File: config.mk
export PLATFORM = sky130hd
export DESIGN_NAME = base64_mime_line_encoder
export DESIGN_NICKNAME = d
export VERILOG_FILES = /design/src/b64ml_pkg.sv /design/src/base64_mime_line_encoder.sv /design/src/b64ml_front.sv /design/src/b64ml_queue.sv /design/src/b64ml_back.sv
export SDC_FILE = /design/constraint.sdc
export NUM_CORES = 1
export LEC_CHECK = 0
export BUFFER_PORTS_ARGS = -buffer_cell sky130_fd_sc_hd__buf_4
export CAP_MARGIN = 25
export CORE_UTILIZATION = 62
export DETAILED_ROUTE_END_ITERATION = 8
export HOLD_SLACK_MARGIN = 0.02
export PLACE_DENSITY = 0.8
export SETUP_SLACK_MARGIN = 0.3
export SLEW_MARGIN = 20
export SYNTH_ARGS = -nofsm -noshare
export SYNTH_HDL_FRONTEND = slang
export SYNTH_HIERARCHICAL = 1
export SYNTH_SLANG_ARGS = --single-unit
File: constraint.sdc
create_clock -name clock -period 4.7 [get_ports clock]
set_input_delay 0 -clock clock [delete_from_list [all_inputs] [get_ports clock]]
set_output_delay 0 -clock clock [all_outputs]
set_load 0.03 [all_outputs]
File: src/b64ml_pkg.sv
// ----------------------------------------------------------------------------
// b64ml_pkg: shared types and constants of the base64 MIME line encoder
// Job descriptor passed from the front end to the character sequencer,
// character codes, line geometry and the sequencer state encoding.
// ----------------------------------------------------------------------------
package b64ml_pkg;

   // Line geometry: a line end follows the first group reaching LINE_CHARS
   localparam int LINE_CHARS      = 76;
   localparam int GROUPS_PER_LINE = (LINE_CHARS + 3) / 4;
   localparam int COL_W           = 6;

   // Character codes
   localparam logic [7:0] CHAR_CR  = 8'h0D;
   localparam logic [7:0] CHAR_LF  = 8'h0A;
   localparam logic [7:0] CHAR_PAD = 8'h3D;

   // Input item kinds
   localparam logic KIND_DATA = 1'b0;
   localparam logic KIND_END  = 1'b1;

   // Configuration register indexes
   localparam logic CSR_TEXT_MODE     = 1'b0;
   localparam logic CSR_CRLF_LINE_END = 1'b1;

   // Job queue between front end and sequencer
   localparam int QUEUE_DEPTH = 2;
   localparam int QUEUE_PTR_W = (QUEUE_DEPTH > 1) ? $clog2(QUEUE_DEPTH) : 1;
   localparam int QUEUE_CNT_W = $clog2(QUEUE_DEPTH + 1);

   // One unit of output work: an optional four-character group, an optional
   // line end after it, and an optional final line end.
   typedef struct packed {
      logic [23:0] word;
      logic [1:0]  pad_count;
      logic        has_group;
      logic        line_break;
      logic        final_end;
   } job_type;

   typedef enum logic [3:0] {
      BK_IDLE,
      BK_GRP0,
      BK_GRP1,
      BK_GRP2,
      BK_GRP3,
      BK_BRK_CR,
      BK_BRK_LF,
      BK_FIN_CR,
      BK_FIN_LF
   } back_state_type;

   // Standard base64 alphabet
   function automatic logic [7:0] b64_char(input logic [5:0] v);
      logic [7:0] ext;
      ext = {2'b00, v};
      if (v < 6'd26) begin
         b64_char = 8'(8'd65 + ext);
      end else if (v < 6'd52) begin
         b64_char = 8'(8'd71 + ext);
      end else if (v < 6'd62) begin
         b64_char = 8'(ext - 8'd4);
      end else if (v == 6'd62) begin
         b64_char = 8'h2B;
      end else begin
         b64_char = 8'h2F;
      end
   endfunction

endpackage

File: src/base64_mime_line_encoder.sv
// ----------------------------------------------------------------------------
// base64_mime_line_encoder: streaming base64 encoder with MIME line breaking
// Top level: configuration registers, front end, job queue, sequencer.
// ----------------------------------------------------------------------------
// Usage:
//   req_* carries one beat per input item: req_kind 0 is a data byte in
//   req_data_byte, req_kind 1 ends the stream (flush with '=' padding and a
//   final line end). rsp_* carries one output character per beat, with
//   rsp_last_of_run set on the final character an item causes. A data byte
//   that does not complete a group of three causes no beat at all.
//   csr_write_en/csr_index/csr_wdata write text_mode (index 0) and
//   crlf_line_end (index 1); write them only while the block is idle.
// Timing:
//   With the sequencer idle, an accepted item passes the job queue, the
//   sequencer state and the output register before its first character is
//   on rsp. The sequencer emits one character per cycle unless rsp stalls;
//   a completed group causes 4 characters, 5-6 with a line end, an end item
//   up to 8. Group-filling bytes go one per cycle while req_stall is low.
// Reset and stall:
//   Synchronous reset clears the stream state, the queue, the sequencer and
//   both registers. A stall on rsp holds the output beat; the two-entry job
//   queue keeps req open until it fills, then req_stall rises.
// ----------------------------------------------------------------------------
module base64_mime_line_encoder (
   input  logic       clock,
   input  logic       reset,
   input  logic       req_valid,
   output logic       req_stall,
   input  logic       req_kind,
   input  logic [7:0] req_data_byte,
   output logic       rsp_valid,
   input  logic       rsp_stall,
   output logic [7:0] rsp_out_char,
   output logic       rsp_last_of_run,
   input  logic       csr_write_en,
   input  logic       csr_index,
   input  logic       csr_wdata
);

   logic               text_mode_ff;
   logic               crlf_line_end_ff;
   logic               job_push;
   b64ml_pkg::job_type front_job;
   logic               queue_full;
   logic               head_valid;
   b64ml_pkg::job_type head_job;
   logic               job_pop;

   // Configuration registers: plain write, no read-back
   always_ff @(posedge clock) begin
      if (reset) begin
         text_mode_ff     <= 1'b0;
         crlf_line_end_ff <= 1'b0;
      end else if (csr_write_en) begin
         case (csr_index)
            b64ml_pkg::CSR_TEXT_MODE:     text_mode_ff     <= csr_wdata;
            b64ml_pkg::CSR_CRLF_LINE_END: crlf_line_end_ff <= csr_wdata;
            default: begin
            end
         endcase
      end
   end

   // Hold req while the job queue has no room
   assign req_stall = queue_full;

   // Front end: classify each beat, update group and column state
   b64ml_front u_front (
      .clock         (clock),
      .reset         (reset),
      .text_mode     (text_mode_ff),
      .req_valid     (req_valid),
      .req_stall     (queue_full),
      .req_kind      (req_kind),
      .req_data_byte (req_data_byte),
      .job_push      (job_push),
      .job           (front_job)
   );

   // Queue: lets the front end run on while the sequencer is stalled
   b64ml_queue u_queue (
      .clock      (clock),
      .reset      (reset),
      .push       (job_push),
      .push_job   (front_job),
      .pop        (job_pop),
      .full       (queue_full),
      .head_valid (head_valid),
      .head_job   (head_job)
   );

   // Back end: advance one character per beat into the output register
   b64ml_back u_back (
      .clock           (clock),
      .reset           (reset),
      .crlf_line_end   (crlf_line_end_ff),
      .head_valid      (head_valid),
      .head_job        (head_job),
      .pop             (job_pop),
      .rsp_stall       (rsp_stall),
      .rsp_valid       (rsp_valid),
      .rsp_out_char    (rsp_out_char),
      .rsp_last_of_run (rsp_last_of_run)
   );

endmodule

File: src/b64ml_front.sv
// ----------------------------------------------------------------------------
// b64ml_front: input classification and stream state
// Applies text-mode CR insertion, gathers bytes into groups, tracks the line
// column and turns each accepted item into at most one output job.
// ----------------------------------------------------------------------------
module b64ml_front (
   input  logic               clock,
   input  logic               reset,
   input  logic               text_mode,
   input  logic               req_valid,
   input  logic               req_stall,
   input  logic               req_kind,
   input  logic [7:0]         req_data_byte,
   output logic               job_push,
   output b64ml_pkg::job_type job
);

   logic [15:0]                  pend_bytes_ff, pend_bytes_in;
   logic [1:0]                   pend_count_ff, pend_count_in;
   logic [b64ml_pkg::COL_W-1:0] col_groups_ff, col_groups_in;
   logic                         prev_cr_ff, prev_cr_in;

   logic                         accept;
   logic                         insert_cr;
   logic [7:0]                   first_byte;
   logic [2:0]                   total;
   logic [b64ml_pkg::COL_W-1:0] col_inc;
   logic                         col_wrap;
   logic                         job_needed;

   assign accept = req_valid && !req_stall;

   always_comb begin
      insert_cr  = text_mode && (req_data_byte == b64ml_pkg::CHAR_LF) && !prev_cr_ff;
      first_byte = insert_cr ? b64ml_pkg::CHAR_CR : req_data_byte;
      total      = {1'b0, pend_count_ff} + (insert_cr ? 3'd2 : 3'd1);
      col_inc    = b64ml_pkg::COL_W'(col_groups_ff + 1'b1);
      col_wrap   = (col_inc >= b64ml_pkg::COL_W'(b64ml_pkg::GROUPS_PER_LINE));

      job           = '0;
      job_needed    = 1'b0;
      pend_bytes_in = pend_bytes_ff;
      pend_count_in = pend_count_ff;
      col_groups_in = col_groups_ff;
      prev_cr_in    = prev_cr_ff;

      if (req_kind == b64ml_pkg::KIND_END) begin
         // flush: pad any partial group, always close with a line end
         job_needed    = 1'b1;
         job.final_end = 1'b1;
         case (pend_count_ff)
            2'd1: begin
               job.word       = {pend_bytes_ff[7:0], 16'h0000};
               job.pad_count  = 2'd2;
               job.has_group  = 1'b1;
               job.line_break = col_wrap;
            end
            2'd2: begin
               job.word       = {pend_bytes_ff, 8'h00};
               job.pad_count  = 2'd1;
               job.has_group  = 1'b1;
               job.line_break = col_wrap;
            end
            default: begin
            end
         endcase
         pend_bytes_in = '0;
         pend_count_in = '0;
         col_groups_in = '0;
         prev_cr_in    = 1'b0;
      end else begin
         prev_cr_in = (req_data_byte == b64ml_pkg::CHAR_CR);
         if (total >= 3'd3) begin
            job_needed     = 1'b1;
            job.has_group  = 1'b1;
            job.line_break = col_wrap;
            job.word       = (pend_count_ff == 2'd2) ? {pend_bytes_ff, first_byte}
                                                      : {pend_bytes_ff[7:0], first_byte,
                                                         req_data_byte};
            col_groups_in  = col_wrap ? '0 : col_inc;
            if (total == 3'd4) begin
               // inserted CR closed the group, the LF starts the next one
               pend_bytes_in = {8'h00, req_data_byte};
               pend_count_in = 2'd1;
            end else begin
               pend_bytes_in = '0;
               pend_count_in = '0;
            end
         end else begin
            pend_bytes_in = insert_cr ? {b64ml_pkg::CHAR_CR, req_data_byte}
                                      : {pend_bytes_ff[7:0], req_data_byte};
            pend_count_in = total[1:0];
         end
      end
   end

   assign job_push = accept && job_needed;

   always_ff @(posedge clock) begin
      if (reset) begin
         pend_bytes_ff <= '0;
         pend_count_ff <= '0;
         col_groups_ff <= '0;
         prev_cr_ff    <= 1'b0;
      end else if (accept) begin
         pend_bytes_ff <= pend_bytes_in;
         pend_count_ff <= pend_count_in;
         col_groups_ff <= col_groups_in;
         prev_cr_ff    <= prev_cr_in;
      end
   end

endmodule

File: src/b64ml_queue.sv
// ----------------------------------------------------------------------------
// b64ml_queue: short job queue
// Decouples the front end from the character sequencer.
// ----------------------------------------------------------------------------
module b64ml_queue (
   input  logic               clock,
   input  logic               reset,
   input  logic               push,
   input  b64ml_pkg::job_type push_job,
   input  logic               pop,
   output logic               full,
   output logic               head_valid,
   output b64ml_pkg::job_type head_job
);

   b64ml_pkg::job_type                 entry_ff [b64ml_pkg::QUEUE_DEPTH];
   logic [b64ml_pkg::QUEUE_PTR_W-1:0] wr_ptr_ff, wr_ptr_in;
   logic [b64ml_pkg::QUEUE_PTR_W-1:0] rd_ptr_ff, rd_ptr_in;
   logic [b64ml_pkg::QUEUE_CNT_W-1:0] count_ff, count_in;

   always_comb begin
      wr_ptr_in = wr_ptr_ff;
      rd_ptr_in = rd_ptr_ff;
      count_in  = count_ff;
      if (push) begin
         wr_ptr_in = (wr_ptr_ff == b64ml_pkg::QUEUE_PTR_W'(b64ml_pkg::QUEUE_DEPTH - 1))
                   ? '0 : b64ml_pkg::QUEUE_PTR_W'(wr_ptr_ff + 1'b1);
      end
      if (pop) begin
         rd_ptr_in = (rd_ptr_ff == b64ml_pkg::QUEUE_PTR_W'(b64ml_pkg::QUEUE_DEPTH - 1))
                   ? '0 : b64ml_pkg::QUEUE_PTR_W'(rd_ptr_ff + 1'b1);
      end
      if (push && !pop) begin
         count_in = b64ml_pkg::QUEUE_CNT_W'(count_ff + 1'b1);
      end else if (pop && !push) begin
         count_in = b64ml_pkg::QUEUE_CNT_W'(count_ff - 1'b1);
      end
   end

   assign full       = (count_ff == b64ml_pkg::QUEUE_CNT_W'(b64ml_pkg::QUEUE_DEPTH));
   assign head_valid = (count_ff != '0);
   assign head_job   = entry_ff[rd_ptr_ff];

   always_ff @(posedge clock) begin
      if (push) begin
         entry_ff[wr_ptr_ff] <= push_job;
      end
   end

   always_ff @(posedge clock) begin
      if (reset) begin
         wr_ptr_ff <= '0;
         rd_ptr_ff <= '0;
         count_ff  <= '0;
      end else begin
         wr_ptr_ff <= wr_ptr_in;
         rd_ptr_ff <= rd_ptr_in;
         count_ff  <= count_in;
      end
   end

   a_no_push_when_full: assert property (@(posedge clock) disable iff (reset)
      push |-> !full)
      else $error("job pushed into a full queue");

   a_no_pop_when_empty: assert property (@(posedge clock) disable iff (reset)
      pop |-> head_valid)
      else $error("job popped from an empty queue");

endmodule

File: src/b64ml_back.sv
// ----------------------------------------------------------------------------
// b64ml_back: character sequencer
// Walks each job one character per beat into a registered output stage.
// ----------------------------------------------------------------------------
module b64ml_back (
   input  logic               clock,
   input  logic               reset,
   input  logic               crlf_line_end,
   input  logic               head_valid,
   input  b64ml_pkg::job_type head_job,
   output logic               pop,
   input  logic               rsp_stall,
   output logic               rsp_valid,
   output logic [7:0]         rsp_out_char,
   output logic               rsp_last_of_run
);

   b64ml_pkg::back_state_type state_ff, state_in, state_nxt;
   b64ml_pkg::job_type        job_ff, job_in;
   logic                      rsp_valid_ff;
   logic [7:0]                rsp_char_ff;
   logic                      rsp_last_ff;
   logic                      advance;
   logic                      emit;
   logic [7:0]                char_cur;
   logic                      last_cur;

   function automatic b64ml_pkg::back_state_type fin_first(input logic crlf);
      fin_first = crlf ? b64ml_pkg::BK_FIN_CR : b64ml_pkg::BK_FIN_LF;
   endfunction

   function automatic b64ml_pkg::back_state_type first_phase(
      input b64ml_pkg::job_type j, input logic crlf);
      first_phase = j.has_group ? b64ml_pkg::BK_GRP0 : fin_first(crlf);
   endfunction

   function automatic b64ml_pkg::back_state_type next_phase(
      input b64ml_pkg::back_state_type st, input b64ml_pkg::job_type j, input logic crlf);
      unique case (st)
         b64ml_pkg::BK_GRP0: next_phase = b64ml_pkg::BK_GRP1;
         b64ml_pkg::BK_GRP1: next_phase = b64ml_pkg::BK_GRP2;
         b64ml_pkg::BK_GRP2: next_phase = b64ml_pkg::BK_GRP3;
         b64ml_pkg::BK_GRP3: begin
            if (j.line_break) begin
               next_phase = crlf ? b64ml_pkg::BK_BRK_CR : b64ml_pkg::BK_BRK_LF;
            end else if (j.final_end) begin
               next_phase = fin_first(crlf);
            end else begin
               next_phase = b64ml_pkg::BK_IDLE;
            end
         end
         b64ml_pkg::BK_BRK_CR: next_phase = b64ml_pkg::BK_BRK_LF;
         b64ml_pkg::BK_BRK_LF: next_phase = j.final_end ? fin_first(crlf)
                                                         : b64ml_pkg::BK_IDLE;
         b64ml_pkg::BK_FIN_CR: next_phase = b64ml_pkg::BK_FIN_LF;
         default:              next_phase = b64ml_pkg::BK_IDLE;
      endcase
   endfunction

   assign advance = !rsp_valid_ff || !rsp_stall;

   // next state: load a job when idle, chain straight into the next one
   always_comb begin
      state_nxt = next_phase(state_ff, job_ff, crlf_line_end);
      state_in  = state_ff;
      job_in    = job_ff;
      pop       = 1'b0;
      emit      = 1'b0;
      if (state_ff == b64ml_pkg::BK_IDLE) begin
         if (head_valid) begin
            pop      = 1'b1;
            job_in   = head_job;
            state_in = first_phase(head_job, crlf_line_end);
         end
      end else if (advance) begin
         emit = 1'b1;
         if ((state_nxt == b64ml_pkg::BK_IDLE) && head_valid) begin
            pop      = 1'b1;
            job_in   = head_job;
            state_in = first_phase(head_job, crlf_line_end);
         end else begin
            state_in = state_nxt;
         end
      end
   end

   // outputs: character of the current phase
   always_comb begin
      last_cur = (state_nxt == b64ml_pkg::BK_IDLE);
      unique case (state_ff)
         b64ml_pkg::BK_GRP0: char_cur = b64ml_pkg::b64_char(job_ff.word[23:18]);
         b64ml_pkg::BK_GRP1: char_cur = b64ml_pkg::b64_char(job_ff.word[17:12]);
         b64ml_pkg::BK_GRP2: char_cur = (job_ff.pad_count == 2'd2) ? b64ml_pkg::CHAR_PAD
                                        : b64ml_pkg::b64_char(job_ff.word[11:6]);
         b64ml_pkg::BK_GRP3: char_cur = (job_ff.pad_count != 2'd0) ? b64ml_pkg::CHAR_PAD
                                        : b64ml_pkg::b64_char(job_ff.word[5:0]);
         b64ml_pkg::BK_BRK_CR,
         b64ml_pkg::BK_FIN_CR: char_cur = b64ml_pkg::CHAR_CR;
         b64ml_pkg::BK_BRK_LF,
         b64ml_pkg::BK_FIN_LF: char_cur = b64ml_pkg::CHAR_LF;
         default:              char_cur = 8'h00;
      endcase
   end

   always_ff @(posedge clock) begin
      job_ff <= job_in;
      if (emit) begin
         rsp_char_ff <= char_cur;
         rsp_last_ff <= last_cur;
      end
   end

   always_ff @(posedge clock) begin
      if (reset) begin
         state_ff     <= b64ml_pkg::BK_IDLE;
         rsp_valid_ff <= 1'b0;
      end else begin
         state_ff <= state_in;
         if (emit) begin
            rsp_valid_ff <= 1'b1;
         end else if (!rsp_stall) begin
            rsp_valid_ff <= 1'b0;
         end
      end
   end

   assign rsp_valid       = rsp_valid_ff;
   assign rsp_out_char    = rsp_char_ff;
   assign rsp_last_of_run = rsp_last_ff;

   a_pad_never_last: assert property (@(posedge clock) disable iff (reset)
      (rsp_valid_ff && (rsp_char_ff == b64ml_pkg::CHAR_PAD)) |-> !rsp_last_ff)
      else $error("padding character closed a run");

   // a CR only comes from a line end, and an LF always follows it
   a_cr_never_last: assert property (@(posedge clock) disable iff (reset)
      (rsp_valid_ff && (rsp_char_ff == b64ml_pkg::CHAR_CR)) |-> !rsp_last_ff)
      else $error("run closed with a CR");

   a_cr_only_in_crlf: assert property (@(posedge clock) disable iff (reset)
      ((state_ff == b64ml_pkg::BK_BRK_CR) || (state_ff == b64ml_pkg::BK_FIN_CR))
      |-> crlf_line_end)
      else $error("CR phase reached with LF-only line ends");

endmodule

==> summary.txt, run 1 <==
Finish
  • Area occupied by multi-input gates: around 0.0034 mm^2
  • FF+latch area: 0.00359 mm^2
  • Layout cell share with drive strength beyond 1: 15.6%
  • Final net count: 783
  • Final core utilization: 72.9%
  • Fillers: 736
  • Area grow syn2layout: 13.9%
  • Fin area: 0.00836 mm^2
  • ANT cells: 0

Worst hold path
  • Hold Path Class: input port to flop
  • Worst Hold Endpoint: text_mode_ff$_SDFFE_PP0P_
  • Hold Path Depth: 3
  • Hold_sp: csr_write_en

Worst setup path
  • Reg2reg start: u_front/prev_cr_ff$_SDFFE_PP0P_
  • CP cell instances: dlygate4sd3_1 -> buf_4 -> nor4_1 -> and4_1 -> inv_2 -> ha_1 -> fa_1 -> a211oi_4 -> buf_4 -> nor2_1 -> nor2_1 -> a22oi_1 -> nor2_1 -> dlygate4sd3_1
  • FF-to-FF path depth: 12
  • Critical Path Slowest Stage Cell: dlygate4sd3_1
  • Max stage delay on crit path: 0.55 ns
  • Crit Path Category: input port to flop
  • R2r endpoint: u_front/pend_bytes_ff[1]$_SDFFE_PP0P_
  • Critical path launch point type: input port
  • Largest delay contributor family on the critical path: simple AND/OR/NAND/NOR gates
  • Critical Path Fanout Max: 16
  • Crit path arrival time: roughly 4.3 ns
  • Reg2Reg Setup Slack: 0.87 ns
  • Kind of end point of the critical path: flop
  • Most numerous cell on the critical path: nor2_1
  • WP buf/inv: 5
  • Req. time, crit path: 5.06 ns

Synth
  • Avg Cell Area, Syn: between 10 and 15 um^2
  • Synth cell types: 83
  • Async S/R FF share, synth: 0%
  • Cell taking the most area after synthesis: edfxtp_1
  • Largest cells by area after synthesis: edfxtp_1, dfxtp_1, ha_1
  • Mapped Nets: between 700 and 800
  • Synthesized flop and latch total: 132
  • Post-synthesis sequential area ratio: 48.9%
  • Syn Inst Count: 701
  • Number of synthesized flops with an enable pin: 95
  • Post-synth top cells: edfxtp_1, nor2_1, nand2_1
  • Mapped Area: 0.00734 mm^2
  • Synth warnings: 6
  • Prevailing post-synth register cell: edfxtp_1
  • Post-synth top area share: 38.8%
  • Count leader, synth: edfxtp_1

Route
  • Vias: approximately 5.6k
  • DRC: 0
  • WL/cell: 17.5 um
  • Post-Route WL: 15.7 mm
  • Iter 0 DRT Violations: between 400 and 500
  • DRT antenna net count: 0
  • Via/cell ratio: 6.23
  • Drt pass-1 iters: 6

Placed design
  • Port Buffers: 26
  • GPL Wtd Cong: 0.884
  • DP Wirelength: between 10 and 15 mm
  • Dpl cell area: 0.00756 mm^2

Global routing
  • Grt total ovfl: 0
  • Number of global-route vias before repair: 5595
  • Initial antenna violation count: 0
  • Largest net degree at the start of global routing: 38
  • First-pass GRT wire length: 26.8 mm
  • GRT Total Usage: a little over a quarter

Clock tree
  • Cts bufs inserted: 17
  • H-Tree Depth: 4
  • Root Buffer: clkbuf_16
  • Clock-pin transition on the worst setup and hold timing paths: about 0.050 ns
  • Num Clock Sinks: ~130
  • Worst skew pair latency: 0.41 ns
  • CTS tree: done
  • Postcts setup bufs: 0
  • Clock Tree Buf Depth: 2

Floorplan
  • Die height: 111 um
  • I/O Pins: 27
  • Initial Util: 64.0%
  • Core area: around 0.011 mm^2
  • Row count: 39
  • Die width: roughly 110 um
  • Full die area: ~0.012 mm^2

STA
  • Setup tns final: 0 ns
  • Hold Vio Cnt, Final: 0
  • Min Tclk post-route: between 3 and 4 ns
  • Slew Limit Fails: 0
  • Worst Max-Slew Pin Slew: 0.911 ns
  • Clock Skews: 0.00998 ns
  • Hold Slack: between 0.04 and 0.05 ns
  • Final setup vio count: 0
  • Crit share post-route: 83.6%
  • Unrepaired setup endpoints after global routing: false
  • Fmax: 0.255 GHz
  • Worst slew margin: 39.2%

Pwr
  • Psw: 1980 uW
  • Switching share of power: between 30% and 40%
  • Internal power: 3230 uW
  • Pleak: 0.00305 uW
  • Combinational share of power: 38.0%
  • Sequential Power Share: 38.1%
  • P per Cell Area: 623 mW/mm^2
  • Power share of the clock group: 24.0%
  • Maximum VDD drop: 0.413 mV

Job
  • Max-Cap Viols: 0

Outcome
  • Status: finished, final reports clean
## repair_timing
| action | CTS | global route |
|---|---|---|
| hold endpoints to repair | 45 | 0 |
| resized for setup | 0 | 0 |
| endpoints found under the setup margin | 0 | 0 |
| hold buffers | 24 | 0 |
## layout make-up
type	count	share of cell area, %
tap	143	2.14
timing repair buffer	55	5.66
clock inverter	10	1.32
sequential	132	43.0
inverter	31	1.39
clock buffer	22	5.43
multi-input combinational	502	41.1
## layer usage
metal	vias to the layer above	global-route usage [%]	part of all wire, %
met5	-	0	0
met4	0	14.6	3.4
met3	39	4.76	4.6
met2	198	45.4	49
met1	2659	34.2	43
li1	2682	-	-
## logic make-up after synthesis
kind of cell	count (synthesis)	synth area share, %
simple gates	244	17.3
compound gates	177	17.1
flops	132	48.9
buf+inv	67	4.36
mux	34	5.13
fa+ha+maj	28	4.87
xor+xnor	19	2.27
## worst reg2reg max path, stage by stage (launching register included)
cell and delay (ns):
dfxtp_1 0.31, nor4b_1 0.28, and4_1 0.49, inv_2 0.05, ha_1 0.19, fa_1 0.54
a211oi_4 0.28, buf_4 0.24, nor2_1 0.08, nor2_1 0.46, a22oi_1 0.17, nor2_1 0.14
dlygate4sd3_1 0.55
## power by group through the flow
stage / combinational, uW / clock [uW] / sequential [uW]
floorplan: 1570 / 0 / 1880
global placement: 1890 / 0 / 1970
detailed placement: 1930 / 0 / 1990
CTS: 1960 / 1260 / 1970
global route: 2190 / 1320 / 2030
finish: 1980 / 1250 / 1980
## cells in the final DEF (no fill, tap or decap), drive strengths merged, types with 8 or more instances in the layout
cell type / count
ha: 27
a211oi: 8
o21ai: 27
a21oi: 57
buf: 31
clkbuf: 22
nand3: 22
dfxtp: 37
nor2b: 10
o211ai: 9
nor3: 15
inv: 31
nand2: 60
a22oi: 19
or3: 9
dlygate4sd3: 24
nor2: 62
xnor2: 13
edfxtp: 95
and2: 12
mux2: 29
nand3b: 8
## per-stage QoR
stage          cells  setup slack (ns)  total power, uW
5_1_grt          895             0.580             5540
6_report         895             0.772             5210
4_1_cts          895             0.883             5200
3_5_place_dp     839              1.29             3920
2_1_floorplan    701             0.814             3450
3_3_place_gp     839              1.38             3860
## worst max path at each step
stage          cells past startpoint  slack, ns                       startpoint                               endpoint
3_5_place_dp                       9       1.29  u_front/prev_cr_ff$_SDFFE_PP0P_       u_queue/entry_ff[0][7]$_DFFE_PP_
3_3_place_gp                       9       1.38  u_front/prev_cr_ff$_SDFFE_PP0P_      u_queue/entry_ff[0][10]$_DFFE_PP_
6_report                          14       0.77                 req_data_byte[4]  u_front/pend_bytes_ff[1]$_SDFFE_PP0P_
2_1_floorplan                      9       0.81  u_front/prev_cr_ff$_SDFFE_PP0P_       u_queue/entry_ff[0][0]$_DFFE_PP_
5_1_grt                           14       0.58                 req_data_byte[4]  u_front/pend_bytes_ff[5]$_SDFFE_PP0P_
4_1_cts                           14       0.88                 req_data_byte[4]  u_front/pend_bytes_ff[4]$_SDFFE_PP0P_
## sequential cells by signal, summed over array words and instances, names as in the netlist, 2 cells and up, named ones only
signal                 flops
u_back/job_ff             28
u_back/state_ff            4
u_back/rsp_out_char        8
u_front/pend_bytes_ff     16
u_front/pend_count_ff      2
u_queue/count_ff           2
u_queue/entry_ff          58
u_front/col_groups_ff      6
Note: power is estimated with default switching activity, not from simulation.
==> run 2, diff against run 1 <==
ABC_AREA = 1   (was default)
clock period = 3.8 ns   (was 4.7 ns; I/O delays follow)
==> summary.txt, run 2 <==
Outcome
  • Status: finished, final reports clean

Worst hold path
  • Hold Path Class: input port to flop

Synth
  • Number of synthesized flops with an enable pin: 95
  • Async S/R FF share, synth: 0%
  • Post-synth top area share: 39.1%
  • Syn Inst Count: roughly 820
  • Post-synth top cells: nand2_1, inv_1, edfxtp_1
  • Synthesized flop and latch total: approximately 130
  • Post-synthesis sequential area ratio: 49.3%
  • Synth warnings: 6
  • Prevailing post-synth register cell: edfxtp_1
  • Mapped Area: 0.00729 mm^2
  • Cell taking the most area after synthesis: edfxtp_1
  • Count leader, synth: nand2_1
  • Avg Cell Area, Syn: 8.88 um^2
  • Synth cell types: 43
  • Mapped Nets: 865
  • Largest cells by area after synthesis: edfxtp_1, dfxtp_1, nand2_1

Finish
  • Area grow syn2layout: 16.3%
  • Final net count: 924
  • Final core utilization: 74.3%
  • Top reg by flops: u_queue/entry_ff
  • Layout cell share with drive strength beyond 1: 13.3%
  • Largest regs: u_queue/entry_ff x58, u_back/job_ff x28, u_front/pend_bytes_ff x16
  • Commonest non-fill, non-tap cell in the layout: nand2_1
  • Max reg flops: 58
  • ANT cells: 0
  • Most frequent cells in the layout: nand2_1, inv_1, edfxtp_1, a21oi_1, nand3_1

Global routing
  • Number of global-route vias before repair: between 5k and 6k
  • Largest net degree at the start of global routing: 34
  • First-pass GRT wire length: 27.5 mm
  • Initial antenna violation count: 0
  • GRT Total Usage: ~28%
  • Grt total ovfl: 0

Clock tree
  • CTS resizes: 0
  • Clock-pin transition on the worst setup and hold timing paths: 0.06 ns
  • Cts bufs inserted: 17
  • Clock Tree Buf Depth: 2
  • CTS tree: done
  • Root Buffer: clkbuf_16
  • Num Clock Sinks: 132
  • H-Tree Depth: 4
  • Worst skew pair latency: 0.42 ns

Worst setup path
  • Crit path arrival time: 3.30 ns
  • Critical Path Fanout Max: 28
  • Crit Path Category: input port to flop
  • Kind of end point of the critical path: flop
  • Req. time, crit path: ~3.9 ns
  • Critical path launch point type: input port

Floorplan
  • I/O Pins: 27
  • Die height: 110 um
  • Row count: 39
  • Full die area: roughly 0.012 mm^2
  • Die width: 110 um
  • Core area: 0.0114 mm^2
  • Initial Util: 63.9%

Placed design
  • Setup WS pre-CTS: 0.816 ns
  • Port Buffers: 26
  • DP Wirelength: 11.7 mm
  • GPL Wtd Cong: 0.909

Route
  • Post-Route WL: around 17 mm
  • Drt pass-1 iters: 6
  • Vias: 5976
  • Via/cell ratio: ~5.8
  • WL/cell: 16.6 um
  • DRT antenna net count: 0
  • DRC: 0
  • Iter 0 DRT Violations: 548

STA
  • Hold Vio Cnt, Final: 0
  • Final WS setup: 0.577 ns
  • Slew Limit Fails: 0
  • Setup tns final: 0 ns
  • Min Tclk post-route: 3.22 ns
  • Hold Slack: around 0.035 ns
  • Unrepaired setup endpoints after global routing: false
  • Clock Skews: 0.00744 ns
  • Crit share post-route: about 85%
  • Worst Max-Slew Pin Slew: 0.784 ns
  • Worst slew margin: ~48%
  • Final setup vio count: 0
  • Fmax: 0.310 GHz

Pwr
  • Pleak: ~0.0035 uW
  • Combinational share of power: 39.6%
  • Power share of the clock group: 25.5%
  • Switching share of power: about two fifths
  • Sequential Power Share: approximately a third
  • P per Cell Area: 786 mW/mm^2
  • Maximum VDD drop: 0.387 mV
  • Psw: 2640 uW
  • Internal power: 4030 uW

Job
  • Max-Cap Viols: 0
==> run 2: cell count changes after synthesis, moves of 9 or more <==
cell and change:
a21oi_1 +12, and2_1 -11, nand2_1 +113, xor2_1 +9
mux2_4 +10, nand3_1 +39, mux2_2 -10, nor2b_1 -10
inv_1 +82, o21ai_0 +21, a22oi_1 -17
==> run 2: power by group through the flow <==
stage	clock (uW)	sequential, uW	combinational (uW)
final	1700	2330	2640
after global routing	1780	2360	2910
after CTS	1710	2320	2600
after detailed placement	0	2340	2540
after global placement	0	2320	2460
after floorplan	0	2360	1840
==> run 2: cell type report <==
type,count,area [um^2]
clock buffer,19,433
tap,143,179
multi-input combinational,558,3190
timing repair buffer,55,473
fill,780,2940
clock inverter,13,184
sequential,132,3590
inverter,116,435
==> run 2: metrics by stage <==
step           total power (uW)  instance area [um^2]  std cells
6_report                   6670                  8480       1036
2_1_floorplan              4200                  7290        821
4_1_cts                    6640                  8480       1036
5_1_grt                    7050                  8480       1036
3_5_place_dp               4880                  7630        980
3_3_place_gp               4780                  7630        980
==> run 2: worst paths after layout <==
kind	start	to	slack (ns)	cells after the start
worst min-delay path	csr_index	text_mode_ff$_SDFFE_PP0P_	0.03	5
worst max register to register	text_mode_ff$_SDFFE_PP0P_	u_queue/entry_ff[1][9]$_DFFE_PP_	0.66	13
worst min register to register	u_front/pend_bytes_ff[9]$_SDFFE_PP0P_	u_front/pend_bytes_ff[9]$_SDFFE_PP0P_	0.47	2
worst max-delay path	req_data_byte[6]	u_queue/entry_ff[1][9]$_DFFE_PP_	0.58	17
==> run 2: kinds of logic after synthesis <==
kind of cell | synth area share [%]
AND/OR/NAND/NOR | 20.6
AO/OA/AOI/OAI | 10.6
flip-flops | 49.3
buffers and inverters | 7.12
multiplexers | 4.99
adder cells (fa/ha/maj) | 4.91
XOR/XNOR | 2.52
==> run 2: layer usage <==
layer	routed length [um]	global-route usage [%]
met3	1070	5.43
met2	8620	50.0
met5	0	0
met4	560	12.2
met1	7000	34.0
==> run 2: critical path, stage by stage <==
cell and delay, ns:
dlygate4sd3_1 0.54, buf_4 0.14, inv_1 0.09, nand2_1 0.06, nor2_1 0.18, nand3b_1 0.16, ha_1 0.23, fa_1 0.55
nand2_1 0.08, nand2_1 0.14, inv_1 0.07, nand2_1 0.14, nand2_1 0.16, inv_1 0.19, nand2_1 0.07, inv_1 0.10
buf_4 0.36
==> run 2: repair_timing <==
action / CTS / global route
buffers inserted: 0 / 0
hold buffers: 24 / 0
endpoints found under the hold margin: 46 / 0
endpoints found under the setup margin: 0 / 0
==> run 3, diff against run 2 <==
clock period = 3.08 ns   (was 3.8 ns; I/O delays follow)
==> summary.txt, run 3 (same netlist as run 2, synthesis figures left out) <==
Floorplan
  • Die width: about 110 um
  • I/O Pins: 27
  • Initial Util: 63.9%
  • Die height: 110 um
  • Core area: between 0.01 and 0.015 mm^2
  • Full die area: 0.0122 mm^2
  • Row count: 39

Worst setup path
  • Critical Path Fanout Max: 7
  • FF-to-FF path depth: 14
  • Critical path launch point type: flop
  • Crit Path Category: flop to flop
  • R2r endpoint: u_queue/entry_ff[1][27]$_DFFE_PP_
  • Worst setup path endpoint: u_queue/entry_ff[1][27]$_DFFE_PP_
  • Reg2Reg Setup Slack: 0.29 ns
  • WP depth: 14
  • Max stage delay on crit path: 0.57 ns
  • Req. time, crit path: 3.21 ns
  • Kind of end point of the critical path: flop
  • Largest delay contributor family on the critical path: adder cells
  • Crit path arrival time: 2.93 ns
  • Critical Path Slowest Stage Cell: fa_1
  • Reg2reg start: text_mode_ff$_SDFFE_PP0P_
  • Critical Path Start: text_mode_ff$_SDFFE_PP0P_
  • Most numerous cell on the critical path: nand2_4
  • WP buf/inv: 5
  • CP cell instances: nand4_1 -> nand3b_1 -> ha_2 -> fa_1 -> nand2_1 -> nand2_2 -> inv_2 -> nand2_4 -> nand2_4 -> inv_4 -> nand2_4 -> clkinvlp_4 -> buf_6 -> clkbuf_16

Route
  • Via/cell ratio: 5.84
  • Post-Route WL: 17.4 mm
  • Vias: 6086
  • Iter 0 DRT Violations: 587
  • WL/cell: 16.7 um
  • Drt pass-1 iters: 5
  • DRT antenna net count: 0
  • DRC: 0

STA
  • Worst slew margin: a little under half
  • Fmax: 0.358 GHz
  • Setup tns final: 0 ns
  • Min Tclk post-route: 2.79 ns
  • Clock Skews: around 0.012 ns
  • Crit share post-route: about nine tenths
  • Final setup vio count: 0
  • Hold Vio Cnt, Final: 0
  • Worst Max-Slew Pin Slew: just over 0.8 ns
  • Unrepaired setup endpoints after global routing: false
  • Slew Limit Fails: 0

Finish
  • Top reg by flops: u_queue/entry_ff
  • Most frequent cells in the layout: nand2_1, inv_1, edfxtp_1, a21oi_1, nand3_1
  • Non-Filler Instances: 1042
  • Final net count: 930
  • Max reg flops: 58
  • Largest regs: u_queue/entry_ff x58, u_back/job_ff x28, u_front/pend_bytes_ff x16
  • Area grow syn2layout: 19.0%
  • Layout cell share with drive strength beyond 1: 16.6%
  • Fillers: 740
  • Commonest non-fill, non-tap cell in the layout: nand2_1
  • ANT cells: 0

Global routing
  • Largest net degree at the start of global routing: 34
  • Initial antenna violation count: 0
  • First-pass GRT wire length: 27.4 mm
  • Number of global-route vias before repair: 5669
  • GRT Total Usage: around 29%
  • Grt total ovfl: 0

Clock tree
  • H-Tree Depth: 4
  • Worst skew pair latency: 0.42 ns
  • Clock Tree Buf Depth: 2
  • Root Buffer: clkbuf_16
  • Num Clock Sinks: between 100 and 150
  • CTS tree: done
  • Cts bufs inserted: 17
  • Clock-pin transition on the worst setup and hold timing paths: 0.06 ns

Pwr
  • Pleak: approximately 0.0036 uW
  • Power share of the clock group: 25.5%
  • Combinational share of power: 39.9%
  • Sequential Power Share: 34.6%
  • Psw: roughly 3300 uW
  • Internal power: 5010 uW
  • Switching share of power: about two fifths
  • P per Cell Area: 952 mW/mm^2
  • Maximum VDD drop: 0.540 mV

Placed design
  • GPL Wtd Cong: 0.956
  • Port Buffers: 26
  • Cells after DPL: between 900 and 1k
  • DP Wirelength: about 11 mm

Outcome
  • Status: finished, final reports clean

Worst hold path
  • Hold Path Depth: 4
  • Hold Path Class: input port to flop

Job
  • Max-Cap Viols: 0
run 3: per-stage QoR:
step                      hold WS, ns  power, uW  setup slack [ns]  cell area, um^2  util (%)
after floorplan                0.0691       5180             0.315             7310         -
after global placement          0.271       5880             0.382             7660      67.1
after detailed placement        0.274       5980             0.148             7660      67.1
after CTS                       0.136       8150             0.310             8530      74.7
after global routing            0.107       8770             0.233             8680      76.0
final                          0.0805       8260             0.286             8680      76.0
run 3: final cells by class:
type	count	area, um^2	share of cell area (%)
Sequential cell	132	3590	41.4
Multi-Input combinational cell	558	3240	37.3
Timing Repair Buffer	61	607	6.99
Inverter	116	447	5.15
Clock buffer	18	429	4.94
Clock inverter	14	185	2.13
Tap cell	143	179	2.06
run 3: worst register-to-register path, delay by kind of cell, from the launching register on:
family	cells	cell delay [ns]
fa+ha+maj	2	0.81
buf+inv	5	0.58
flops	1	0.33
simple gates	7	0.80
run 3: worst min path at each step:
stage	slack, ns	end	startpoint
floorplan	0.07	crlf_line_end_ff$_SDFFE_PP0P_	reset
global route	0.11	u_front/pend_bytes_ff[2]$_SDFFE_PP0P_	req_data_byte[2]
CTS	0.14	u_front/pend_bytes_ff[7]$_SDFFE_PP0P_	req_valid
global placement	0.27	u_queue/entry_ff[1][0]$_DFFE_PP_	req_kind
detailed placement	0.27	u_queue/entry_ff[0][0]$_DFFE_PP_	req_kind
finish	0.08	u_front/pend_bytes_ff[6]$_SDFFE_PP0P_	req_data_byte[6]
run 3: layer usage:
| layer | wire (um) | global-route usage, % | vias up |
|---|---|---|---|
| met4 | 665 | 15.8 | 0 |
| met1 | 7020 | 34.5 | 2837 |
| met5 | 0 | 0 | - |
| met2 | 8720 | 48.8 | 293 |
| met3 | 990 | 4.88 | 52 |
| li1 | - | - | 2904 |
run 3: power groups by stage:
stage | Combinational (uW) | Sequential (uW) | Clock (uW)
floorplan | 2290 | 2900 | 0
global route | 3670 | 2910 | 2190
detailed placement | 3110 | 2870 | 0
finish | 3300 | 2860 | 2110
global placement | 3030 | 2850 | 0
CTS | 3190 | 2840 | 2110
run 3: what timing repair did:
| action | 4_1_cts | 5_1_grt |
|---|---|---|
| pin swaps | 1 | 8 |
| hold endpoints to repair | 46 | 0 |
| gates cloned | 1 | 1 |
| gates resized for setup | 6 | 29 |
| hold buffers | 19 | 0 |
| endpoints found under the setup margin | 58 | 81 |
| setup buffers | 3 | 6 |
